$ cat config.mk
export PLATFORM = sky130hd
export DESIGN_NAME = averaged_adc_range_mapper
export DESIGN_NICKNAME = d
export VERILOG_FILES = /design/src/rtl/aarm_pkg.sv /design/src/rtl/aarm_cfg.sv /design/src/rtl/aarm_front.sv /design/src/rtl/aarm_queue.sv /design/src/rtl/aarm_back.sv /design/src/rtl/averaged_adc_range_mapper.sv
export VERILOG_INCLUDE_DIRS = /design/src /design/src/rtl
export SDC_FILE = /design/constraint.sdc
export NUM_CORES = 1
export LEC_CHECK = 0
export ABC_AREA = 1
export CAP_MARGIN = 20
export CORE_MARGIN = 4
export CORE_UTILIZATION = 55
export CTS_BUF_LIST = sky130_fd_sc_hd__clkbuf_4
export DETAILED_ROUTE_END_ITERATION = 10
export DONT_BUFFER_PORTS = 1
export GPL_ROUTABILITY_DRIVEN = 0
export PLACE_DENSITY = 0.7
export SETUP_SLACK_MARGIN = 0.1
export SLEW_MARGIN = 20
export SYNTH_ARGS = -nofsm -noshare
export SYNTH_HDL_FRONTEND = slang
export SYNTH_HIERARCHICAL = 1
export SYNTH_SLANG_ARGS = --single-unit
export TNS_END_PERCENT = 50
$ cat constraint.sdc
create_clock -name clk -period 9 [get_ports clk]
set_input_delay 2.7 -clock clk [delete_from_list [all_inputs] [get_ports clk]]
set_output_delay 2.7 -clock clk [all_outputs]
set_load 0.05 [all_outputs]
$ cat src/rtl/assert_macros.svh
// Assertion macros shared by the range mapper modules
`ifndef ASSERT_MACROS_SVH
`define ASSERT_MACROS_SVH

// Same-cycle implication, disabled during reset
`define AARM_ASSERT_IMP(label, clk, rst, ante, cons) \
  label: assert property (@(posedge clk) disable iff (rst) (ante) |-> (cons)) \
    else $error("assertion failed");

// Next-cycle implication, disabled during reset
`define AARM_ASSERT_NEXT(label, clk, rst, ante, cons) \
  label: assert property (@(posedge clk) disable iff (rst) (ante) |=> (cons)) \
    else $error("assertion failed");

`endif

$ cat src/rtl/aarm_pkg.sv
// Shared types and constants of the averaged ADC range mapper
package aarm_pkg;

  localparam int LEVEL_W        = 13;
  localparam int RANGE_W        = 14;
  localparam int OUT_W          = 21;
  localparam int FRAC_W         = 8;
  localparam int WIN_W          = 5;
  localparam int CFG_IDX_W      = 3;
  localparam int CFG_DATA_W     = 13;
  localparam int ADC_FULL_SCALE = 8192;
  localparam int FS_LOG2        = $clog2(ADC_FULL_SCALE);
  localparam int MAX_WINDOW_DEF = 16;
  localparam int SMALL_SPAN     = 200;
  localparam int PLAIN_STEP     = 16;
  localparam int QDEPTH         = 2;
  localparam int Q_PTR_W        = $clog2(QDEPTH);
  localparam int Q_CNT_W        = $clog2(QDEPTH + 1);

  typedef enum logic [CFG_IDX_W-1:0] {
    REG_OUTPUT_LOW    = 3'd0,
    REG_OUTPUT_HIGH   = 3'd1,
    REG_QUANTISE_MODE = 3'd2,
    REG_AVERAGE_MODE  = 3'd3,
    REG_WINDOW_SIZE   = 3'd4
  } cfg_reg_e;

  typedef struct packed {
    logic               quantise;
    logic               average;
    logic [WIN_W-1:0]   window;
    logic [LEVEL_W-1:0] lo;
    logic [RANGE_W-1:0] span;
    logic               small_span;
  } cfg_t;

endpackage

$ cat src/rtl/aarm_cfg.sv
// Configuration registers and derived range bounds
module aarm_cfg #(
  parameter int MAX_WINDOW = aarm_pkg::MAX_WINDOW_DEF
) (
  input  logic                           clk,
  input  logic                           rst,
  input  logic                           cfg_valid,
  output logic                           cfg_ready,
  input  logic [aarm_pkg::CFG_IDX_W-1:0] cfg_index,
  input  logic [aarm_pkg::CFG_DATA_W-1:0] cfg_data,
  output aarm_pkg::cfg_t                 cfg,
  output logic                           win_clr
);
  import aarm_pkg::*;

  logic [LEVEL_W-1:0] out_low;
  logic [LEVEL_W-1:0] out_high;
  logic               quantise;
  logic               average;
  logic [WIN_W-1:0]   window;
  logic [LEVEL_W-1:0] lo;
  logic [RANGE_W-1:0] span;
  logic               small_span;
  logic [WIN_W-1:0]   win_next;
  logic [LEVEL_W-1:0] lo_next;
  logic [LEVEL_W-1:0] hi_next;
  logic [RANGE_W-1:0] span_next;
  logic               wr;

  assign cfg_ready = 1'b1;
  assign wr        = cfg_valid && cfg_ready;
  assign win_clr   = wr && (cfg_index == REG_WINDOW_SIZE);

  always_comb begin
    win_next = cfg_data[WIN_W-1:0];
    if (win_next == '0) begin
      win_next = WIN_W'(1);
    end else if (32'(win_next) > MAX_WINDOW) begin
      win_next = WIN_W'(MAX_WINDOW);
    end
    if (out_low > out_high) begin
      lo_next = out_high;
      hi_next = out_low;
    end else begin
      lo_next = out_low;
      hi_next = out_high;
    end
    span_next = RANGE_W'(hi_next) - RANGE_W'(lo_next) + RANGE_W'(1);
  end

  always_ff @(posedge clk) begin
    if (rst) begin
      out_low    <= '0;
      out_high   <= '1;
      quantise   <= 1'b0;
      average    <= 1'b0;
      window     <= WIN_W'(1);
      lo         <= '0;
      span       <= RANGE_W'(ADC_FULL_SCALE);
      small_span <= 1'b0;
    end else begin
      if (wr) begin
        unique case (cfg_index)
          REG_OUTPUT_LOW:    out_low  <= cfg_data[LEVEL_W-1:0];
          REG_OUTPUT_HIGH:   out_high <= cfg_data[LEVEL_W-1:0];
          REG_QUANTISE_MODE: quantise <= cfg_data[0];
          REG_AVERAGE_MODE:  average  <= cfg_data[0];
          REG_WINDOW_SIZE:   window   <= win_next;
          default: ;
        endcase
      end
      lo         <= lo_next;
      span       <= span_next;
      small_span <= quantise && (span_next < RANGE_W'(SMALL_SPAN));
    end
  end

  assign cfg = {quantise, average, window, lo, span, small_span};

endmodule

$ cat src/rtl/aarm_front.sv
// Sample accumulator that closes windows and queues their sums
module aarm_front #(
  parameter int SUM_W      = 17,
  parameter int CNT_W      = 5
) (
  input  logic                          clk,
  input  logic                          rst,
  input  logic                          in_valid,
  output logic                          in_stall,
  input  logic [aarm_pkg::LEVEL_W-1:0]  sample,
  input  aarm_pkg::cfg_t                cfg,
  input  logic                          win_clr,
  input  logic                          q_full,
  output logic                          q_push,
  output logic [SUM_W-1:0]              q_data
);
  import aarm_pkg::*;
  `include "assert_macros.svh"

  logic [SUM_W-1:0] sum;
  logic [CNT_W-1:0] count;
  logic [SUM_W-1:0] sum_next;
  logic             accept;
  logic             full_win;

  assign in_stall = q_full;
  assign accept   = in_valid && !in_stall;
  assign sum_next = sum + SUM_W'(sample);
  assign full_win = (WIN_W+1)'(count) + (WIN_W+1)'(1) >= (WIN_W+1)'(cfg.window);
  assign q_push   = accept && full_win;
  assign q_data   = sum_next;

  always_ff @(posedge clk) begin
    if (rst) begin
      sum   <= '0;
      count <= '0;
    end else if (win_clr) begin
      sum   <= '0;
      count <= '0;
    end else if (accept) begin
      if (full_win) begin
        sum   <= '0;
        count <= '0;
      end else begin
        sum   <= sum_next;
        count <= count + CNT_W'(1);
      end
    end
  end

  `AARM_ASSERT_IMP(a_count_below_window, clk, rst, 1'b1,
                   (WIN_W+1)'(count) < (WIN_W+1)'(cfg.window))

endmodule

$ cat src/rtl/aarm_queue.sv
// Two-entry queue of window sums between accumulator and evaluator
module aarm_queue #(
  parameter int SUM_W = 17
) (
  input  logic             clk,
  input  logic             rst,
  input  logic             push,
  input  logic [SUM_W-1:0] push_data,
  output logic             full,
  input  logic             pop,
  output logic             empty,
  output logic [SUM_W-1:0] pop_data
);
  import aarm_pkg::*;
  `include "assert_macros.svh"

  logic [SUM_W-1:0]   mem [QDEPTH];
  logic [Q_PTR_W-1:0] wr_ptr;
  logic [Q_PTR_W-1:0] rd_ptr;
  logic [Q_CNT_W-1:0] count;
  logic               do_push;
  logic               do_pop;

  assign full     = count == Q_CNT_W'(QDEPTH);
  assign empty    = count == '0;
  assign do_push  = push && !full;
  assign do_pop   = pop && !empty;
  assign pop_data = mem[rd_ptr];

  always_ff @(posedge clk) begin
    if (do_push) begin
      mem[wr_ptr] <= push_data;
    end
  end

  always_ff @(posedge clk) begin
    if (rst) begin
      wr_ptr <= '0;
      rd_ptr <= '0;
      count  <= '0;
    end else begin
      if (do_push) begin
        wr_ptr <= wr_ptr + Q_PTR_W'(1);
      end
      if (do_pop) begin
        rd_ptr <= rd_ptr + Q_PTR_W'(1);
      end
      if (do_push && !do_pop) begin
        count <= count + Q_CNT_W'(1);
      end else if (do_pop && !do_push) begin
        count <= count - Q_CNT_W'(1);
      end
    end
  end

  `AARM_ASSERT_IMP(a_queue_bound, clk, rst, 1'b1, count <= Q_CNT_W'(QDEPTH))
  `AARM_ASSERT_NEXT(a_queue_ptr_gap, clk, rst, 1'b1, Q_PTR_W'(wr_ptr - rd_ptr) == Q_PTR_W'(count))

endmodule

$ cat src/rtl/aarm_back.sv
// Evaluator: serial divide, threshold tests, range mapping, result beat
module aarm_back #(
  parameter int SUM_W = 17
) (
  input  logic                        clk,
  input  logic                        rst,
  input  aarm_pkg::cfg_t              cfg,
  input  logic                        q_empty,
  input  logic [SUM_W-1:0]            q_data,
  output logic                        q_pop,
  output logic                        out_valid,
  input  logic                        out_stall,
  output logic [aarm_pkg::OUT_W-1:0]  mapped_value
);
  import aarm_pkg::*;
  `include "assert_macros.svh"

  localparam int REM_W   = WIN_W + 1;
  localparam int DCNT_W  = $clog2(SUM_W);
  localparam int MA_W    = LEVEL_W + 4;
  localparam int PROD_W  = MA_W + RANGE_W;
  localparam int WIDE_W  = PROD_W + FRAC_W;

  typedef enum logic [2:0] {
    ST_IDLE,
    ST_DIV,
    ST_LOWMUL,
    ST_LOWCMP,
    ST_DIFF,
    ST_DMUL,
    ST_MAPMUL,
    ST_DECIDE
  } state_t;

  state_t             state;
  logic [DCNT_W-1:0]  cnt;
  logic [REM_W-1:0]   rem;
  logic [SUM_W-1:0]   dvd;
  logic [LEVEL_W-1:0] level;
  logic [LEVEL_W-1:0] diff;
  logic [PROD_W-1:0]  prod;
  logic               pass;
  logic [LEVEL_W-1:0] last_change_level;
  logic [LEVEL_W-1:0] previous_level;
  logic [OUT_W-1:0]   current_value;

  logic [REM_W-1:0]   rem_sh;
  logic               ge;
  logic [MA_W-1:0]    mul_a;
  logic [PROD_W-1:0]  mul_p;
  logic               plain;
  logic               quant_path;
  logic [LEVEL_W-1:0] ref_level;
  logic [WIDE_W-1:0]  wide_fix;
  logic [RANGE_W-1:0] int_part;
  logic [OUT_W-1:0]   mapped;
  logic               emit;
  logic               out_free;

  assign plain      = !cfg.average && !cfg.quantise;
  assign quant_path = !cfg.average && cfg.quantise;
  assign ref_level  = plain ? previous_level : last_change_level;
  assign out_free   = !out_valid || !out_stall;
  assign q_pop      = (state == ST_IDLE) && !q_empty;

  assign rem_sh = {rem[REM_W-2:0], dvd[SUM_W-1]};
  assign ge     = rem_sh >= REM_W'(cfg.window);

  always_comb begin
    unique case (state)
      ST_LOWMUL: mul_a = {dvd[LEVEL_W-1:0], 4'b0000} + MA_W'(1);
      ST_DMUL:   mul_a = MA_W'(diff);
      default:   mul_a = MA_W'(level);
    endcase
  end
  assign mul_p = PROD_W'(mul_a) * PROD_W'(cfg.span);

  always_comb begin
    wide_fix = {prod, {FRAC_W{1'b0}}} >> FS_LOG2;
    int_part = RANGE_W'(prod >> FS_LOG2) + RANGE_W'(cfg.lo);
    if (quant_path) begin
      mapped = OUT_W'({int_part, {FRAC_W{1'b0}}});
    end else begin
      mapped = OUT_W'(wide_fix + (WIDE_W'(cfg.lo) << FRAC_W));
    end
    emit = pass && (!quant_path || (mapped != current_value));
  end

  always_ff @(posedge clk) begin
    if (rst) begin
      state             <= ST_IDLE;
      out_valid         <= 1'b0;
      last_change_level <= '0;
      previous_level    <= '0;
      current_value     <= '0;
    end else begin
      if (out_valid && !out_stall) begin
        out_valid <= 1'b0;
      end
      unique case (state)
        ST_IDLE: begin
          if (!q_empty) begin
            dvd   <= q_data;
            rem   <= '0;
            cnt   <= DCNT_W'(SUM_W - 1);
            state <= ST_DIV;
          end
        end
        ST_DIV: begin
          rem <= ge ? rem_sh - REM_W'(cfg.window) : rem_sh;
          dvd <= {dvd[SUM_W-2:0], ge};
          cnt <= cnt - DCNT_W'(1);
          if (cnt == '0) begin
            state <= ST_LOWMUL;
          end
        end
        ST_LOWMUL: begin
          level <= dvd[LEVEL_W-1:0];
          prod  <= mul_p;
          state <= ST_LOWCMP;
        end
        ST_LOWCMP: begin
          if (cfg.average) begin
            if (cfg.small_span ? (prod <= PROD_W'(4 * ADC_FULL_SCALE))
                               : (level < LEVEL_W'(PLAIN_STEP))) begin
              level <= '0;
            end
          end
          state <= ST_DIFF;
        end
        ST_DIFF: begin
          diff  <= (level > ref_level) ? level - ref_level : ref_level - level;
          state <= ST_DMUL;
        end
        ST_DMUL: begin
          prod  <= mul_p;
          state <= ST_MAPMUL;
        end
        ST_MAPMUL: begin
          pass  <= cfg.small_span ? ({prod, 2'b00} > (PROD_W+2)'(ADC_FULL_SCALE))
                                  : (diff > LEVEL_W'(PLAIN_STEP));
          prod  <= mul_p;
          state <= ST_DECIDE;
        end
        ST_DECIDE: begin
          if (out_free) begin
            if (emit) begin
              current_value <= mapped;
              mapped_value  <= mapped;
              out_valid     <= 1'b1;
              if (plain) begin
                previous_level <= level;
              end else begin
                last_change_level <= level;
              end
            end
            state <= ST_IDLE;
          end
        end
        default: state <= ST_IDLE;
      endcase
    end
  end

  `AARM_ASSERT_IMP(a_div_rem_bound, clk, rst, state == ST_DIV, rem < REM_W'(cfg.window))
  `AARM_ASSERT_NEXT(a_emit_loads_beat, clk, rst, state == ST_DECIDE && out_free && emit, out_valid && mapped_value == current_value)

endmodule

$ cat src/rtl/averaged_adc_range_mapper.sv
// Top level of the averaged ADC range mapper
// Accepts one 13-bit sample per beat; every window_size samples the window
// sum goes through a two-entry queue to the evaluator, which divides it one
// quotient bit per cycle, runs threshold and mapping products through one
// shared multiplier and presents at most one Q13.8 result beat. After the
// bit-serial divide (SUM_W = 17 at the default window limit of 16) the
// evaluator steps through low multiply, compare, difference, difference
// multiply, map multiply and decide, taking a new sum only when idle, so
// the queue absorbs two more. Configuration is accepted every cycle.
module averaged_adc_range_mapper #(
  parameter int MAX_WINDOW = aarm_pkg::MAX_WINDOW_DEF
) (
  input  logic                             clk,
  input  logic                             rst,
  input  logic                             in_valid,
  output logic                             in_stall,
  input  logic [aarm_pkg::LEVEL_W-1:0]     sample,
  output logic                             out_valid,
  input  logic                             out_stall,
  output logic [aarm_pkg::OUT_W-1:0]       mapped_value,
  input  logic                             cfg_valid,
  output logic                             cfg_ready,
  input  logic [aarm_pkg::CFG_IDX_W-1:0]   cfg_index,
  input  logic [aarm_pkg::CFG_DATA_W-1:0]  cfg_data
);
  import aarm_pkg::*;

  localparam int WIN_LIM = (MAX_WINDOW < 31) ? MAX_WINDOW : 31;
  localparam int SUM_W   = LEVEL_W + $clog2(WIN_LIM);
  localparam int CNT_W   = (WIN_LIM < 2) ? 1 : $clog2(WIN_LIM);

  cfg_t             cfg;
  logic             win_clr;
  logic             q_push;
  logic [SUM_W-1:0] q_wdata;
  logic             q_full;
  logic             q_pop;
  logic             q_empty;
  logic [SUM_W-1:0] q_rdata;

  aarm_cfg #(
    .MAX_WINDOW(MAX_WINDOW)
  ) u_cfg (
    .clk       (clk),
    .rst       (rst),
    .cfg_valid (cfg_valid),
    .cfg_ready (cfg_ready),
    .cfg_index (cfg_index),
    .cfg_data  (cfg_data),
    .cfg       (cfg),
    .win_clr   (win_clr)
  );

  aarm_front #(
    .SUM_W     (SUM_W),
    .CNT_W     (CNT_W)
  ) u_front (
    .clk      (clk),
    .rst      (rst),
    .in_valid (in_valid),
    .in_stall (in_stall),
    .sample   (sample),
    .cfg      (cfg),
    .win_clr  (win_clr),
    .q_full   (q_full),
    .q_push   (q_push),
    .q_data   (q_wdata)
  );

  aarm_queue #(
    .SUM_W(SUM_W)
  ) u_queue (
    .clk       (clk),
    .rst       (rst),
    .push      (q_push),
    .push_data (q_wdata),
    .full      (q_full),
    .pop       (q_pop),
    .empty     (q_empty),
    .pop_data  (q_rdata)
  );

  aarm_back #(
    .SUM_W(SUM_W)
  ) u_back (
    .clk          (clk),
    .rst          (rst),
    .cfg          (cfg),
    .q_empty      (q_empty),
    .q_data       (q_rdata),
    .q_pop        (q_pop),
    .out_valid    (out_valid),
    .out_stall    (out_stall),
    .mapped_value (mapped_value)
  );

endmodule
==> flow_summary_export.csv, run 1 <==
group,metric,value,unit
timing,skew,0.0589,ns
routing,drt_first_pass_iters,7,
yosys,synth_top_area_share,17.9,%
timing,max-slew-margin-rel,21.1,%
timing,setup_tns,0,ns
worst_setup_path,path_cells,"inv_1, ha_1, nand2_1, inv_1, nor2_1, inv_1, o22ai_1, inv_1, nor2_1, fa_1, fa_1, fa_1, fa_1, fa_1, inv_1, fa_1, inv_1, ha_1, nand2_1, nor4_1, nand4_1, nand3_1, a31oi_1, xor2_1",
hold_path,worstHoldEndpoint,"u_back/current_value[7]$_SDFFE_PP0P_",
timing,finalSetupViolCount,0,
routing,wl_met2,28100,um
floorplanning,pin_count,58,
cells_and_area,final.fill_count,3820,
worst_setup_path,crit_path_max_fanout,14,
yosys,synthCells,2902,
floorplanning,rows,75,
timing,worst_slew_pin_slew,1.18,ns
worst_setup_path,r2r-end,"u_back/prod[27]$_DFFE_PP_",
routing,wl_per_cell,16.5,um
yosys,synthTopCellsByArea,"edfxtp_1 (18%), fa_1 (16%), dfxtp_1 (12%), ha_1 (10%), nand2_1 (9.6%)",
cells_and_area,drive_gt1_share,8.84,%
global_routing,grt_pass1_vias,19553,
yosys,synth_area,23500,um^2
timing,finalCritPeriodShare,87.7,%
timing,rsz0062_at_grt,"no",
routing,num_vias,19200,
worst_setup_path,r2r_start,"u_back/state[1]$_SDFFE_PP0P_",
flow_run,drv_cap,0,
floorplanning,die_y,215,um
worst_setup_path,critical_path_arrival,8.40,ns
place,place_area,23800,um^2
yosys,yosysMostFrequentCell,"nand2_1",
clock_tree,clockBufferDepth,3,
worst_setup_path,max_stage_delay,0.70,ns
timing,max_freq,0.127,GHz
clock_tree,numCtsBuffers,76,
routing,met1_length,23400,um
global_routing,grt_max_degree,62,
floorplanning,start_util,55.8,%
cells_and_area,fin_util,59.2,%
place,dpl.hpwl,45100,um
clock_tree,clk_latency,0.81,ns
yosys,synth.distinct_cells,65,
routing,drcViolationCount,0,
routing,drt-vias-per-instance,5.46,
yosys,yosysSeqAreaShare,29.7,%
clock_tree,postCtsSetupRepairBufs,0,
floorplanning,die_x,215,um
hold_path,hold_depth,2,
cells_and_area,num-nets-final,3320,
yosys,synth_nets,3306,
clock_tree,clock-root-buffer,"clkbuf_4",
yosys,synth_warnings,6,
yosys,yosysTopAreaCell,"edfxtp_1",
hold_path,min_from,"u_back/current_value[7]$_SDFFE_PP0P_",
clock_tree,cts-htree-levels,3,
worst_setup_path,crit_cells,24,
cells_and_area,fin_area,24900,um^2
hold_path,hold_path_class,"register to register",
worst_setup_path,path_class,"register to register",
routing,postRouteAntennaNets,0,
clock_tree,path_clk_slew,0.06,ns
clock_tree,cts_tree,"yes",
yosys,syn_avg_cell_area,8.09,um^2
global_routing,grt_first_pass_wirelength,94800,um
worst_setup_path,end_kind,"register",
worst_setup_path,crit_buf_inv,6,
global_routing,antenna_found_initial,2,
worst_setup_path,critical_path.top_delay_family,"adder cells",
routing,wl_met3,4140,um
place,portBuffers,0,
cells_and_area,area_growth,6.01,%
clock_tree,cts-hold-fix-buffers,0,
outcome,status,"complete, no violations",
yosys,dominantRegCellSynth,"edfxtp_1",
worst_setup_path,rr_worst_depth,24,
routing,top_layer,"met4",
worst_setup_path,regToRegSetupSlack,1.11,ns
yosys,synth_edf_count,140,
global_routing,grt_use_total,25.1,%
clock_tree,post_cts.resized_instances,0,
yosys,async_flop_share,0,%
yosys,synth_seq_cells,278,
routing,postRouteWirelength,58100,um
worst_setup_path,critical_path_required,9.51,ns
yosys,synth_commonest_cells,"nand2_1 (603), inv_1 (531), nor2_1 (292), ha_1 (187), fa_1 (183)",
place,dp_slack,1.36,ns
clock_tree,cts_sinks,278,
timing,period_minus_slack,7.89,ns
timing,worst_slack,1.11,ns
worst_setup_path,cp-start-kind,"register",
floorplanning,dieArea,46000,um^2
timing,hold_viol_final,0,
routing,drt-initial-drc-count,1499,
worst_setup_path,critical_path.slowest_cell,"o22ai_1",
floorplanning,core_area,42000,um^2
timing,drv_slew,0,
global_routing,overflow,0,
[final cells by class]
cell class                 count  area, um^2  share of cell area [%]
antenna                        3        7.51                  0.0302
clock buffer                 113         848                    3.41
clock inverter                24         180                   0.724
inverter                     551        2070                    8.31
multi-input combinational   1997       14000                    56.4
sequential                   278        6970                    28.0
tap                          539         674                    2.71
timing repair buffer          12        92.6                   0.372
[cell usage in the layout (no fill, tap or decap), drive strengths merged, types with 4 or more instances in the layout]
cell type | netlist | layout
edfxtp | 140 | 140
nand3 | 118 | 118
a31oi | 4 | 4
clkbuf | 44 | 115
nand4 | 32 | 32
inv | 541 | 544
buf | 32 | 10
o22ai | 4 | 4
nand3b | 14 | 14
a211oi | 4 | 4
xnor2 | 18 | 18
nor4 | 11 | 11
o21ai | 155 | 155
a21o | 6 | 6
and2 | 10 | 10
nor2 | 298 | 298
nor3 | 27 | 27
mux2 | 17 | 17
o21a | 11 | 11
a21oi | 169 | 169
dfxtp | 138 | 138
o211ai | 15 | 15
fa | 183 | 183
ha | 187 | 187
o21bai | 4 | 4
clkinv | 10 | 27
nand2 | 625 | 625
or2 | 18 | 18
xor2 | 47 | 47
[metal layers]
metal | vias to the layer above | global-route usage, %
li1 | 9283 | -
met1 | 9041 | 30.5
met2 | 687 | 42.9
met3 | 189 | 5.54
met4 | 0 | 11.3
met5 | - | 0
[tightest hold or removal path: stages (launching register included)]
cell and delay (ns):
dfxtp_1 0.31, nand2_1 0.06, a21oi_1 0.05
[worst max path at each step]
stage	end	slack (ns)	from
final	u_back/prod[27]$_DFFE_PP_	1.11	u_back/state[1]$_SDFFE_PP0P_
after global routing	u_back/prod[27]$_DFFE_PP_	0.80	u_back/state[1]$_SDFFE_PP0P_
after CTS	u_back/prod[27]$_DFFE_PP_	1.28	u_back/state[1]$_SDFFE_PP0P_
after detailed placement	u_back/prod[28]$_DFFE_PP_	1.36	u_back/state[1]$_SDFFE_PP0P_
after global placement	u_back/prod[30]$_DFFE_PP_	1.68	u_back/state[1]$_SDFFE_PP0P_
after floorplan	u_back/prod[27]$_DFFE_PP_	2.49	u_back/state[1]$_SDFFE_PP0P_
[sequential cells by signal, indices dropped and copies added (netlist names), 14 cells and up, named ones only]
signal / count
u_front/sum: 17
u_queue/mem: 34
u_back/current_value: 21
u_back/prod: 31
u_back/mapped_value: 21
u_cfg/span: 14
u_back/dvd: 17
[per-stage QoR]
step	hold slack, ns	cells
after global placement	0.454	3375
after CTS	0.467	3512
after global routing	0.482	3517
after detailed placement	0.459	3375
final	0.470	3517
after floorplan	0.424	2902
[kinds of logic (layout without fill, tap and decap cells)]
| logic type | after synthesis | in the layout | synth area share [%] |
|---|---|---|---|
| other | 1 | 4 | 0.0160 |
| XOR/XNOR | 65 | 65 | 2.46 |
| multiplexers | 17 | 17 | 0.976 |
| AO/OA/AOI/OAI | 388 | 388 | 9.38 |
| buffers and inverters | 627 | 700 | 10.6 |
| AND/OR/NAND/NOR | 1156 | 1156 | 21.3 |
| adder cells (fa/ha/maj) | 370 | 370 | 25.6 |
| flip-flops | 278 | 278 | 29.7 |
Power of run 1 is left out: the tool's default activity adds up to more than one toggle a clock period on the data nets, which glitch-free logic cannot reach.
==> run 2, diff against run 1 <==
==> constraint.sdc (replaced) <==
create_clock -name clk -period 9.9 [get_ports clk]
set_input_delay 2.97 -clock clk [delete_from_list [all_inputs] [get_ports clk]]
set_output_delay 2.97 -clock clk [all_outputs]
set_load 0.05 [all_outputs]
==> run 2 against run 1 <==
Effect of this change: count of clock-buffer cells in the layout unchanged; critical path depth unchanged; worst hold slack better by 0.0072 ns; utilization up 0.21 points; final cell count about the same; wire length fell by 0.55%; global-route usage grew 0.13 points; register-to-register slack improved by 0.97 ns; worst setup slack gained 0.97 ns.
==> flow_summary_export.csv, run 2 (synthesis results as in run 1) <==
group,metric,value,unit
outcome,status,"complete, no violations",
place,dp.cells,3376,
worst_setup_path,end_kind,"register",
worst_setup_path,r2r-end,"u_back/prod[29]$_DFFE_PP_",
cells_and_area,reg.largest.list,"u_queue/mem: 34 flops, u_back/prod: 31 flops",
routing,wl_per_cell,16.4,um
timing,max_freq,0.128,GHz
cells_and_area,mostFrequentLayoutCells,"nand2_1 (603), inv_1 (531), nor2_1 (288)",
flow_run,drv_cap,0,
cells_and_area,final.fill_count,3789,
worst_setup_path,crit_end,"u_back/prod[29]$_DFFE_PP_",
clock_tree,clock-root-buffer,"clkbuf_4",
clock_tree,clockBufferDepth,3,
clock_tree,post_cts.resized_instances,0,
hold_path,hold_path_class,"register to register",
place,portBuffers,0,
global_routing,grt_use_total,25.2,%
worst_setup_path,cp-start-kind,"register",
place,dpl.hpwl,45100,um
global_routing,grt_max_degree,62,
cells_and_area,final_common_cell,"nand2_1",
clock_tree,cts-hold-fix-buffers,0,
worst_setup_path,r2r_start,"u_back/state[1]$_SDFFE_PP0P_",
timing,rsz0062_at_grt,"no",
worst_setup_path,critical_path_arrival,8.35,ns
global_routing,grt_first_pass_wirelength,95300,um
floorplanning,start_util,55.8,%
routing,postRouteWirelength,57800,um
timing,max-slew-margin-rel,24.7,%
routing,drt-initial-drc-count,1477,
clock_tree,cts-htree-levels,3,
clock_tree,postCtsSetupRepairBufs,0,
cells_and_area,drive_gt1_share,9.07,%
cells_and_area,largest_register_ffs,34,
routing,postRouteAntennaNets,0,
timing,worst_slew_pin_slew,1.13,ns
worst_setup_path,rr_worst_depth,24,
routing,drcViolationCount,0,
cells_and_area,register_area,6970,um^2
clock_tree,cts_sinks,278,
floorplanning,dieArea,46000,um^2
global_routing,grt_pass1_vias,19436,
timing,hold_viol_final,0,
clock_tree,clk_latency,0.81,ns
routing,drt_first_pass_iters,7,
place,place_area,23800,um^2
timing,finalCritPeriodShare,79.0,%
routing,num_vias,19215,
timing,setup_tns,0,ns
cells_and_area,num-nets-final,3319,
cells_and_area,largest-register,"u_queue/mem",
global_routing,overflow,0,
global_routing,antenna_found_initial,2,
routing,drt-vias-per-instance,5.46,
cells_and_area,fin_util,59.4,%
worst_setup_path,critical_path_required,10.43,ns
worst_setup_path,crit_path_max_fanout,14,
floorplanning,rows,75,
cells_and_area,instances_no_fill,3519,
floorplanning,core_area,42000,um^2
timing,finalSetupViolCount,0,
floorplanning,pin_count,58,
cells_and_area,fin_area,25000,um^2
clock_tree,cts_tree,"yes",
timing,period_minus_slack,7.82,ns
clock_tree,numCtsBuffers,76,
floorplanning,die_y,215,um
cells_and_area,multi_input_comb_area,14000,um^2
worst_setup_path,regToRegSetupSlack,2.08,ns
cells_and_area,area_growth,6.40,%
floorplanning,die_x,215,um
timing,skew,0.0406,ns
timing,drv_slew,0,
worst_setup_path,path_class,"register to register",
clock_tree,path_clk_slew,0.07,ns
worst_setup_path,worstSetupStartpoint,"u_back/state[1]$_SDFFE_PP0P_",
run 2: how the worst min path moves through the flow:
stage                                               from                                    to  cells past startpoint
floorplan                     u_cfg/average$_SDFFE_PP0P_            u_cfg/average$_SDFFE_PP0P_                      2
global route        u_back/current_value[6]$_SDFFE_PP0P_  u_back/current_value[6]$_SDFFE_PP0P_                      2
CTS                 u_back/current_value[6]$_SDFFE_PP0P_  u_back/current_value[6]$_SDFFE_PP0P_                      2
global placement    u_back/current_value[3]$_SDFFE_PP0P_  u_back/current_value[3]$_SDFFE_PP0P_                      2
finish              u_back/current_value[6]$_SDFFE_PP0P_  u_back/current_value[6]$_SDFFE_PP0P_                      2
detailed placement  u_back/current_value[6]$_SDFFE_PP0P_  u_back/current_value[6]$_SDFFE_PP0P_                      2
run 2: per-layer routing:
| metal | wire length (um) | track usage (%) |
|---|---|---|
| met5 | 0 | 0 |
| met4 | 2120 | 10.4 |
| met3 | 4300 | 5.24 |
| met2 | 28100 | 43.5 |
| met1 | 23200 | 31.0 |
run 2: layout make-up:
cell class / count / share of cell area, %
well taps: 539 / 2.70
flip-flops and latches: 278 / 27.9
inverters: 551 / 8.28
diodes: 3 / 0.0301
clock inverters: 27 / 1.14
clock buffers: 113 / 3.40
repair buffers: 11 / 0.331
multi-input cells: 1997 / 56.2
run 2: through the flow:
stage,hold WS (ns),setup WS (ns)
after CTS,0.471,2.23
after global routing,0.486,1.60
final,0.477,2.08
after global placement,0.453,2.48
after floorplan,0.424,3.39
after detailed placement,0.461,2.29
run 2: worst max-delay path, stage by stage (launching register included):
cell	delay, ns
dfxtp_1	0.37
inv_1	0.09
ha_1	0.21
nand2_1	0.37
inv_1	0.27
nor2_1	0.19
inv_1	0.19
o22ai_1	0.55
inv_1	0.37
nor2_1	0.23
fa_1	0.47
fa_1	0.52
fa_1	0.52
fa_1	0.52
fa_1	0.54
inv_1	0.05
fa_1	0.52
inv_1	0.04
ha_1	0.38
nand2_1	0.15
nor4_1	0.38
nand4_1	0.14
nand3_1	0.18
a31oi_1	0.12
xor2_1	0.16
Power of run 2 is left out for the same reason.
==> run 3, diff against run 2 <==
--- a/config.mk
+++ b/config.mk
@@ -6,7 +6,7 @@
 export SDC_FILE = /design/constraint.sdc
 export NUM_CORES = 1
 export LEC_CHECK = 0
-export ABC_AREA = 1
+export ABC_AREA = 0
 export CAP_MARGIN = 20
 export CORE_MARGIN = 4
 export CORE_UTILIZATION = 55
@@ -14,7 +14,7 @@
 export DETAILED_ROUTE_END_ITERATION = 10
 export DONT_BUFFER_PORTS = 1
 export GPL_ROUTABILITY_DRIVEN = 0
-export PLACE_DENSITY = 0.7
+export PLACE_DENSITY = 0.73
 export SETUP_SLACK_MARGIN = 0.1
 export SLEW_MARGIN = 20
 export SYNTH_ARGS = -nofsm -noshare
==> constraint.sdc (replaced) <==
create_clock -name clk -period 7 [get_ports clk]
set_input_delay 2.1 -clock clk [delete_from_list [all_inputs] [get_ports clk]]
set_output_delay 2.1 -clock clk [all_outputs]
set_load 0.05 [all_outputs]
==> run 3 against run 2 <==
Effect of this change: sequential share of layout area shrank 0.71 points; utilization grew 3.0 points; worst hold slack lost 0.028 ns; non-clock buffer count grew 114; flip-flop and latch count is the same; synthesized cell count shrank 14%; count of clock-buffer cells in the layout grew 8; critical endpoint is now u_back/prod[26]$_DFFE_PP_; largest cell class unchanged.
==> flow_summary_export.csv, run 3 <==
group,metric,value,unit
worst_setup_path,max_stage_delay,0.55,ns
routing,drt_first_pass_iters,5,
global_routing,grt_max_degree,111,
timing,max_freq,0.147,GHz
cells_and_area,largest_register_ffs,34,
timing,max-slew-margin-rel,36.4,%
global_routing,grt_use_total,25.4,%
power,p_leak,0.0118,uW
routing,drt-vias-per-instance,5.74,
worst_setup_path,crit_top_cell,"fa_1",
worst_setup_path,worstSetupStartpoint,"u_back/state[0]$_SDFFE_PP0P_",
cells_and_area,num-nets-final,2987,
yosys,dominantRegCellSynth,"edfxtp_1",
flow_run,drv_cap,0,
place,portBuffers,0,
cells_and_area,reg.largest.list,"u_queue/mem: 34 flops, u_back/prod: 31 flops",
global_routing,antenna_found_initial,1,
yosys,syn_avg_cell_area,9.25,um^2
routing,postRouteWirelength,57800,um
clock_tree,cts-hold-fix-buffers,0,
timing,fin_hold_ws,0.449,ns
timing,period_minus_slack,6.80,ns
clock_tree,path_clk_slew,0.06,ns
worst_setup_path,critical_path_arrival,7.33,ns
cells_and_area,mostFrequentLayoutCells,"nand2_1 (368), inv_1 (271), fa_1 (176), ha_1 (176), a21oi_1 (145)",
worst_setup_path,critical_path_required,7.53,ns
yosys,synth_edf_count,140,
global_routing,overflow,0,
clock_tree,cts_tree,"yes",
cells_and_area,area_growth,11.4,%
yosys,synth.distinct_cells,92,
timing,finalCritPeriodShare,97.1,%
yosys,synth_nets,2891,
timing,worst_slew_pin_slew,0.955,ns
yosys,synth_top_area_share,18.3,%
power,peakVddDrop,829,uV
hold_path,hold_path_class,"register to register",
outcome,status,"complete, no violations",
clock_tree,numCtsBuffers,78,
timing,hold_viol_final,0,
worst_setup_path,cp-start-kind,"register",
cells_and_area,drive_gt1_share,15.1,%
clock_tree,cts-htree-levels,3,
clock_tree,clockBufferDepth,3,
routing,num_vias,18274,
yosys,yosysTopAreaCell,"edfxtp_1",
clock_tree,clock-root-buffer,"clkbuf_4",
place,dpl.hpwl,43800,um
yosys,synthCells,2487,
routing,wl_per_cell,18.2,um
routing,postRouteAntennaNets,0,
yosys,synth_warnings,6,
worst_setup_path,crit_path_max_fanout,6,
cells_and_area,final_common_cell,"nand2_1",
worst_setup_path,critical_path.slowest_cell,"fa_1",
floorplanning,die_y,213,um
floorplanning,core_area,41100,um^2
worst_setup_path,r2r_start,"u_back/state[0]$_SDFFE_PP0P_",
yosys,async_flop_share,0,%
routing,drt-initial-drc-count,1185,
worst_setup_path,critical_path.top_delay_family,"adder cells",
clock_tree,clk_latency,0.82,ns
cells_and_area,fin_util,62.4,%
floorplanning,rows,74,
yosys,synth_seq_cells,278,
routing,drcViolationCount,0,
yosys,yosysMostFrequentCell,"nand2_1",
floorplanning,dieArea,45200,um^2
global_routing,grt_pass1_vias,18485,
clock_tree,cts_sinks,278,
timing,rsz0062_at_grt,"yes",
timing,finalSetupViolCount,0,
global_routing,grt_first_pass_wirelength,92900,um
cells_and_area,largest-register,"u_queue/mem",
yosys,synthTopCellsByArea,"edfxtp_1 (18%), fa_1 (16%), dfxtp_1 (12%), ha_1 (10%), nand2_1 (6.1%)",
worst_setup_path,path_class,"register to register",
yosys,synth_area,23000,um^2
yosys,yosysSeqAreaShare,30.3,%
worst_setup_path,end_kind,"register",
power,power_density,552,nW/um^2
floorplanning,start_util,56.0,%
floorplanning,die_x,213,um
worst_setup_path,crit_buf_inv,6,
floorplanning,pin_count,58,
timing,skew,0.0615,ns
hold_path,min_from,"u_back/previous_level[1]$_SDFFE_PP0P_",
timing,drv_slew,0,
yosys,synth_commonest_cells,"nand2_1 (372), inv_1 (286), ha_1 (187), fa_1 (183), a21oi_1 (158)",
[run 3: cell types whose count changed in the layout (fill, tap and decap cells not counted), moves of 19 or more]
cell and delta:
inv_1 -260, nand2_1 -235, nor2_1 -161, buf_4 +100
and2_1 +93, nand3_1 -78, o21ai_0 -69, mux2i_1 +67
xnor2_1 +43, and3_1 +37, a21o_1 +24, nor3_1 +20
nor2b_1 +19
[run 3: final timing paths]
check	to	cells past startpoint	slack (ns)
max reg2reg	u_back/prod[26]$_DFFE_PP_	29	0.20
min	u_back/previous_level[1]$_SDFFE_PP0P_	2	0.45
max	u_back/prod[26]$_DFFE_PP_	29	0.20
min reg2reg	u_back/previous_level[1]$_SDFFE_PP0P_	2	0.45
[run 3: stage by stage]
stage               setup TNS (ns)  setup slack (ns)  cell area, um^2  power (uW)  std cells
floorplan                        0             0.109            23000        8620       2487
global placement            -0.187           -0.0577            24000       11100       3016
detailed placement           -1.36            -0.215            24000       11300       3016
CTS                              0            0.0958            25300       13300       3171
global route               -0.0441           -0.0356            25600       15500       3181
finish                           0             0.202            25600       14200       3181
[run 3: repair_timing]
item / CTS / global route
endpoints found under the setup margin: 12 / 13
setup buffers: 10 / 9
gates resized for setup: 34 / 86
pin swaps: 17 / 86
[run 3: cells by family (layout without fill, tap and decap cells)]
group                    Yosys count  count (layout)  synth area share, %
XOR/XNOR                          98              98                 3.79
AO/OA/AOI/OAI                    415             415                 11.7
other                              1               2               0.0163
multiplexers                      86              86                 3.86
AND/OR/NAND/NOR                  843             843                 17.5
buffers and inverters            396             557                 6.78
flip-flops                       278             278                 30.3
adder cells (fa/ha/maj)          370             370                 26.1
[run 3: per-layer routing]
| metal | routed length (um) | track usage [%] | share of wire (%) | vias up |
|---|---|---|---|---|
| met2 | 28100 | 42.7 | 49 | 613 |
| met4 | 2070 | 9.97 | 3.6 | 0 |
| met5 | 0 | 0 | 0 | - |
| li1 | - | - | - | 8599 |
| met3 | 4230 | 6.68 | 7.3 | 136 |
| met1 | 23400 | 31.5 | 41 | 8926 |
[run 3: where the power goes]
part	total, uW	switching [uW]	internal (uW)
clock	1510	718	791
sequential	2590	263	2320
combinational	10100	5410	4650
[run 3: layout make-up]
cell class / count / area, um^2
diodes: 1 / 2.50
clock buffers: 121 / 908
clock inverters: 24 / 108
fillers: 3323 / 15500
inverters: 287 / 1080
multi-input cells: 1813 / 14900
flip-flops and latches: 278 / 6970
well taps: 532 / 666
repair buffers: 125 / 1000
[run 3: worst min-delay path, cell delays in order, from the launching register on]
cell and delay (ns):
dfxtp_1 0.30, nand2_1 0.05, a21oi_1 0.05
(Power assumes the default switching activity.)
